### src/design/kopc_pkg.sv
// Package for the k-mer order path cost unit.
// Holds field widths, register indexes, state encodings and control structs.
// No dependencies.
package kopc_pkg;

	localparam int RANK_W      = 11;
	localparam int STEP_W      = 5;
	localparam int KSEL_W      = 4;
	localparam int KCLAMP_W    = 5;
	localparam int COST_W      = 18;
	localparam int KMER_FLD_W  = 10;

	localparam int S_TDATA_W   = 56;
	localparam int M_TDATA_W   = 24;

	localparam int CFG_IDX_W   = 1;
	localparam int CFG_DATA_W  = 5;

	localparam logic [CFG_IDX_W-1:0] CFG_PATH_LENGTH = 1'd0;
	localparam logic [CFG_IDX_W-1:0] CFG_KMER_BITS   = 1'd1;

	localparam logic [STEP_W-1:0] PATH_LENGTH_RST = 5'd8;
	localparam logic [KSEL_W-1:0] KMER_BITS_RST   = 4'd10;

	localparam logic OP_WRITE = 1'b0;
	localparam logic OP_QUERY = 1'b1;

	typedef enum logic [1:0] {
		T_IDLE,
		T_START,
		T_RUN
	} top_state_t;

	typedef enum logic [2:0] {
		W_IDLE,
		W_VISIT,
		W_EVAL,
		W_POP,
		W_DONE
	} walk_state_t;

	typedef struct packed {
		logic start;
		logic ack;
	} walk_ctl_t;

	typedef struct packed {
		logic              done;
		logic [COST_W-1:0] cost;
	} walk_stat_t;

endpackage

### src/design/kopc_walker.sv
// Depth-first walker: forward walk, then backward walk, with an explicit stack.
// Uses kopc_pkg; reads ranks through the rank memory's registered read port.
module kopc_walker
	import kopc_pkg::*;
#(
	parameter int NODE_W         = 10,
	parameter int PATH_STEPS_MAX = 16
) (
	input  logic              clk,
	input  logic              arst_n,
	input  walk_ctl_t         ctl,
	input  logic [NODE_W-1:0] start_node,
	input  logic [NODE_W-1:0] target_node,
	input  logic [NODE_W-1:0] node_mask,
	input  logic [NODE_W-1:0] node_high,
	input  logic [RANK_W-1:0] rank_limit,
	input  logic [STEP_W-1:0] steps,
	output logic              rd_en,
	output logic [NODE_W-1:0] rd_addr,
	input  logic [RANK_W-1:0] rd_data,
	output walk_stat_t        stat
);

	localparam int LVL_W  = $clog2(PATH_STEPS_MAX + 1);
	localparam int STK_AW = (PATH_STEPS_MAX > 1) ? $clog2(PATH_STEPS_MAX) : 1;

	walk_state_t       state_q, state_d;
	logic [LVL_W-1:0]  sp_q, sp_d;
	logic [NODE_W-1:0] cur_q, cur_d;
	logic              seen_q, seen_d;
	logic              bwd_q, bwd_d;
	logic [COST_W-1:0] cnt_q, cnt_d;

	logic [NODE_W-1:0] node_stk_q [PATH_STEPS_MAX];
	logic              seen_stk_q [PATH_STEPS_MAX];
	logic              dir_stk_q  [PATH_STEPS_MAX];

	logic              push;
	logic              set_dir;
	logic [STK_AW-1:0] push_idx;
	logic [STK_AW-1:0] top_idx;
	logic [NODE_W-1:0] node_top;
	logic              seen_top;
	logic              dir_top;
	logic [NODE_W-1:0] child0;
	logic [NODE_W-1:0] child1_top;
	logic              rank_ok;
	logic              is_u;
	logic              is_v;
	logic              leaf;
	logic              leaf_hit;
	logic              prune;

	assign push_idx   = sp_q[STK_AW-1:0];
	assign top_idx    = STK_AW'(sp_q - LVL_W'(1));
	assign node_top   = node_stk_q[top_idx];
	assign seen_top   = seen_stk_q[top_idx];
	assign dir_top    = dir_stk_q[top_idx];

	assign child0     = bwd_q ? (cur_q >> 1) : ((cur_q << 1) & node_mask);
	assign child1_top = bwd_q ? ((node_top >> 1) | node_high)
	                          : (((node_top << 1) | NODE_W'(1)) & node_mask);

	assign rank_ok  = (rd_data >= rank_limit);
	assign is_u     = (cur_q == start_node);
	assign is_v     = (cur_q == target_node);
	assign leaf     = (32'(sp_q) >= 32'(steps));
	assign leaf_hit = bwd_q ? (rank_ok && !is_u && !is_v && seen_q) : (rank_ok && seen_q);
	assign prune    = bwd_q ? ((sp_q != '0) && (!rank_ok || is_u)) : !rank_ok;

	always_ff @(posedge clk or negedge arst_n) begin
		if (!arst_n) begin
			state_q <= W_IDLE;
			sp_q    <= '0;
			cur_q   <= '0;
			seen_q  <= 1'b0;
			bwd_q   <= 1'b0;
			cnt_q   <= '0;
		end else begin
			state_q <= state_d;
			sp_q    <= sp_d;
			cur_q   <= cur_d;
			seen_q  <= seen_d;
			bwd_q   <= bwd_d;
			cnt_q   <= cnt_d;
		end
	end

	always_ff @(posedge clk) begin
		if (push) begin
			node_stk_q[push_idx] <= cur_q;
			seen_stk_q[push_idx] <= seen_q | is_v;
			dir_stk_q[push_idx]  <= 1'b0;
		end else if (set_dir) begin
			dir_stk_q[top_idx] <= 1'b1;
		end
	end

	always_comb begin
		state_d = state_q;
		sp_d    = sp_q;
		cur_d   = cur_q;
		seen_d  = seen_q;
		bwd_d   = bwd_q;
		cnt_d   = cnt_q;
		push    = 1'b0;
		set_dir = 1'b0;
		case (state_q)
			W_IDLE: begin
				if (ctl.start) begin
					cur_d   = start_node;
					sp_d    = '0;
					seen_d  = 1'b0;
					bwd_d   = 1'b0;
					cnt_d   = '0;
					state_d = (steps == '0) ? W_DONE : W_VISIT;
				end
			end
			W_VISIT: begin
				state_d = W_EVAL;
			end
			W_EVAL: begin
				if (leaf) begin
					if (leaf_hit) begin
						cnt_d = cnt_q + COST_W'(1);
					end
					state_d = W_POP;
				end else if (prune) begin
					state_d = W_POP;
				end else begin
					push    = 1'b1;
					sp_d    = sp_q + LVL_W'(1);
					cur_d   = child0;
					seen_d  = seen_q | is_v;
					state_d = W_VISIT;
				end
			end
			W_POP: begin
				if (sp_q == '0) begin
					if (!bwd_q) begin
						bwd_d   = 1'b1;
						cur_d   = start_node;
						seen_d  = 1'b0;
						state_d = W_VISIT;
					end else begin
						state_d = W_DONE;
					end
				end else if (!dir_top) begin
					set_dir = 1'b1;
					cur_d   = child1_top;
					seen_d  = seen_top;
					state_d = W_VISIT;
				end else begin
					sp_d = sp_q - LVL_W'(1);
				end
			end
			W_DONE: begin
				if (ctl.ack) begin
					state_d = W_IDLE;
				end
			end
			default: begin
				state_d = W_IDLE;
			end
		endcase
	end

	assign rd_en     = (state_q == W_VISIT);
	assign rd_addr   = cur_q;
	assign stat.done = (state_q == W_DONE);
	assign stat.cost = cnt_q;

endmodule

### config.mk
export PLATFORM = sky130hd
export DESIGN_NAME = kopc_walker
export DESIGN_NICKNAME = d
export VERILOG_FILES = /design/src/design/kopc_pkg.sv /design/src/design/kopc_walker.sv
export SDC_FILE = /design/constraint.sdc
export NUM_CORES = 1
export LEC_CHECK = 0
export BUFFER_PORTS_ARGS = -buffer_cell sky130_fd_sc_hd__buf_2
export CAP_MARGIN = 0
export CORE_ASPECT_RATIO = 2
export CORE_MARGIN = 5
export CORE_UTILIZATION = 55
export CTS_BUF_LIST = sky130_fd_sc_hd__clkbuf_8 sky130_fd_sc_hd__clkbuf_16
export DETAILED_ROUTE_END_ITERATION = 10
export PLACE_DENSITY = 0.76
export SLEW_MARGIN = 0
export SYNTH_ARGS = -nofsm -noshare
export SYNTH_HDL_FRONTEND = slang
export SYNTH_SLANG_ARGS = --single-unit
### constraint.sdc
create_clock -name clk -period 7.8 [get_ports clk]
set_input_delay 1.56 -clock clk [delete_from_list [all_inputs] [get_ports clk]]
set_output_delay 1.56 -clock clk [all_outputs]
set_load 0.01 [all_outputs]
==> reports/results.txt <==
Max FO, Critical Path -> 28
Syn Area/Cell -> 14.34 µm²
Reg clk slew, reported paths -> 0.07 ns
Starting Density -> 0.5532
Ant. Diodes -> 0
Post-synth ARST share -> 0.1652
CTS tree -> done
Ports -> 101
Core Area -> 19730 µm²
clock buffers created by TritonCTS -> 20
highest-count cells in the layout ignoring fill and taps -> 192 x edfxtp_1, 100 x buf_2, 60 x nand2_1, 50 x mux4_2, 45 x a21oi_1
Avg Vias per Cell -> 6.316
Die ar. -> 22930 µm²
xor/xnor share of the synthesized area -> 0.01995
Max Freq -> 236.4 MHz
Yosys cell types -> 61
initial DRC count -> 640
Syn. warnings -> 0
vias in the first global route -> 7323
Core Util, Final -> 0.6180
Setup TNS Final -> 0 ns
max-slew violations -> 0
first-pass GRT wire length -> 40900 µm
final worst-path cycle share -> 0.5424
routed len/inst -> 23.86 µm
Post-DP HPWL -> 19150 µm
WS Path Type -> reg -> reg
Die Y -> 209.2 µm
Clock Path Buffers -> 3
commonest non-fill, non-tap cell in the layout -> edfxtp_1
Setup Skew -> 0.01766 ns
RSZ-0062 raised after global routing -> false
CP endpoint kind -> register
drt drc -> 0
Syn Nets -> 854
root buf cell -> clkbuf_16
final setup violation count -> 0
Final min period -> 4.230 ns
CP Launch Type -> register
# rows -> 73
Fin. Hold Viols -> 0
maximum vdd ir drop -> 0.2020 mV
GPL Wtd Cong -> 0.8891
number of synthesized flops with an enable pin -> 192
total of max-cap violations -> 0
CP Data Arrival Time -> 4.43 ns
Max H-tree Level -> 1
largest family of logic cells by synthesized area -> multiplexers
antenna viol nets, final -> 0
post_cts resized -> 0
Post-Synthesis Cells -> 761
met2 usage -> 0.4338
width of the die -> 109.6 µm
total number of vias -> 7125
Adder-Cell Fraction of Synth Area -> 0.02522
outcome -> complete, no violations
leak pwr -> 0.004444 µW
FF+latch count, synth -> 230
met1 Track Usage GR -> 0.2678
Post-layout nets -> 946
GRT busiest layer -> met2
Netlist Area Pre-Place -> 10910 µm²
post-CTS setup buffer count -> 0
layout cells sized above 1 -> 0.2471
largest net degree at the start of global routing -> 41
initial antenna violation count -> 0
Worst-Margin Slew -> 1.006 ns
area growth from synthesis to layout -> 11.72%
Main synth FF type -> edfxtp_1
Req. time, crit path -> 8.00 ns
Simple-Gate Fraction of Synth Area -> 0.09618
post-synthesis sequential area ratio -> 0.6154
GR Overflow Total -> 0
met3 usage -> 0.02875
Skew-Pair Late Insertion Delay -> 0.50 ns
cts-stage hold buffer count -> 0
post-synthesis compound-gate area fraction -> 0.08059
# port buffers -> 100
Power Density -> 363.8 nW/µm²
Slew HR -> 0.3294
GRT Total Usage -> 0.2387
Routed WL -> 26920 µm
worst hold path class -> reg -> reg
multiplexer share of the synthesized area -> 0.1341
Clock Sink Count -> 230
Detailed Routing Iterations Pass 1 -> 7
-- cells in the mapped netlist, drive strengths merged, types with 2 or more instances --
library cell | number | share of area
nor3b | 3 | 0.0021
a31oi | 5 | 0.0034
mux4 | 50 | 0.10
xnor2 | 15 | 0.012
o21ai | 35 | 0.016
a32oi | 2 | 0.0016
nor4 | 3 | 0.0017
or3 | 3 | 0.0017
nand3 | 18 | 0.0083
mux2i | 18 | 0.017
a21oi | 45 | 0.021
or4 | 13 | 0.0089
o211ai | 5 | 0.0034
o311ai | 2 | 0.0016
buf | 21 | 0.014
nand4 | 12 | 0.0069
a21o | 2 | 0.0014
clkbuf | 17 | 0.0058
and2 | 6 | 0.0034
inv | 25 | 0.0086
nor2 | 35 | 0.013
a31o | 2 | 0.0016
and4 | 2 | 0.0016
nand2b | 4 | 0.0030
and3 | 21 | 0.012
edfxtp | 192 | 0.53
ha | 22 | 0.025
nor2b | 4 | 0.0023
mux2 | 14 | 0.014
nand2 | 60 | 0.021
nand3b | 2 | 0.0014
o22ai | 7 | 0.0040
xor2 | 9 | 0.0079
a222oi | 5 | 0.0046
nor3 | 8 | 0.0037
dfrtp | 38 | 0.087
o31ai | 18 | 0.012
a22oi | 3 | 0.0021
or2 | 3 | 0.0017
-- worst max-delay path, cell delays in order, from the launching register on --
cell and delay [ns]:
dfrtp_4 0.79, inv_1 0.36, ha_2 0.67, mux4_2 0.37, mux2i_1 0.15, mux2_2 0.25, and2_1 0.71, nor3b_1 0.28
a31oi_1 0.14, nor2_1 0.20
-- state kept, by name (all words and copies together) (netlist names) --
name / flops
state_q: 3
bwd_q: 1
rd_addr: 10
cnt_q: 18
sp_q: 5
node_stk_q: 160
seen_stk_q: 16
seen_q: 1
dir_stk_q: 16
-- cell type report --
type                    instances  area (µm²)
clock inverters                14       68.82
well taps                     262       327.8
inverters                      25       93.84
clock buffers                  21       525.5
flip-flops and latches        230        6720
multi-input cells             468        3896
fillers                      1504        7536
repair buffers                108       560.5
-- routing by layer --
metal  up-vias  share of wire
met3        92          0.056
met2       307           0.55
met4         0          0.055
li1       3170              -
met1      3556           0.34
met5         -              0
-- kinds of logic after synthesis --
| group | count (synthesis) |
|---|---|
| AOI/OAI and AO/OA | 140 |
| xor gates and xnor gates | 24 |
| adders and majority gates | 22 |
| buffers and inverters | 63 |
| DFF | 230 |
| muxes | 82 |
| and+or+nand+nor | 200 |
-- final timing paths --
kind                       cells past startpoint                      to                 start  slack (ns)
max in group asynchronous                      1     sp_q[0]$_DFFE_PN0P_                arst_n        5.97
max reg2reg                                    9  dir_stk_q[6]$_DFFE_PP_   sp_q[0]$_DFFE_PN0P_        3.57
max                                            9  dir_stk_q[6]$_DFFE_PP_   sp_q[0]$_DFFE_PN0P_        3.57
min in group asynchronous                      1   cnt_q[14]$_DFFE_PN0P_                arst_n        1.18
min reg2reg                                    1    cnt_q[6]$_DFFE_PN0P_  cnt_q[6]$_DFFE_PN0P_        0.53
min                                            1    cnt_q[6]$_DFFE_PN0P_  cnt_q[6]$_DFFE_PN0P_        0.53
-- per-stage QoR --
| step | power [µW] | worst slack (ns) | instances | hold WS, ns | cell area, µm² |
|---|---|---|---|---|---|
| after detailed placement | 3519 | 3.487 | 1093 | 0.5273 | 11600 |
| after global placement | 3484 | 3.505 | 1093 | 0.5154 | 11600 |
| final | 4436 | 3.570 | 1128 | 0.5333 | 12190 |
| after global routing | 4642 | 3.177 | 1128 | 0.5488 | 12190 |
| after floorplan | 2973 | 3.929 | 761 | 0.5091 | 10910 |
| after CTS | 4442 | 3.498 | 1128 | 0.5359 | 12190 |
-- report_power, final --
group          switching [µW]  leakage [µW]  internal [µW]
Combinational             960       0.00190            715
Sequential                281       0.00225           1560
Clock                     435      0.000301            490
Power figures use the tool's default switching activity.
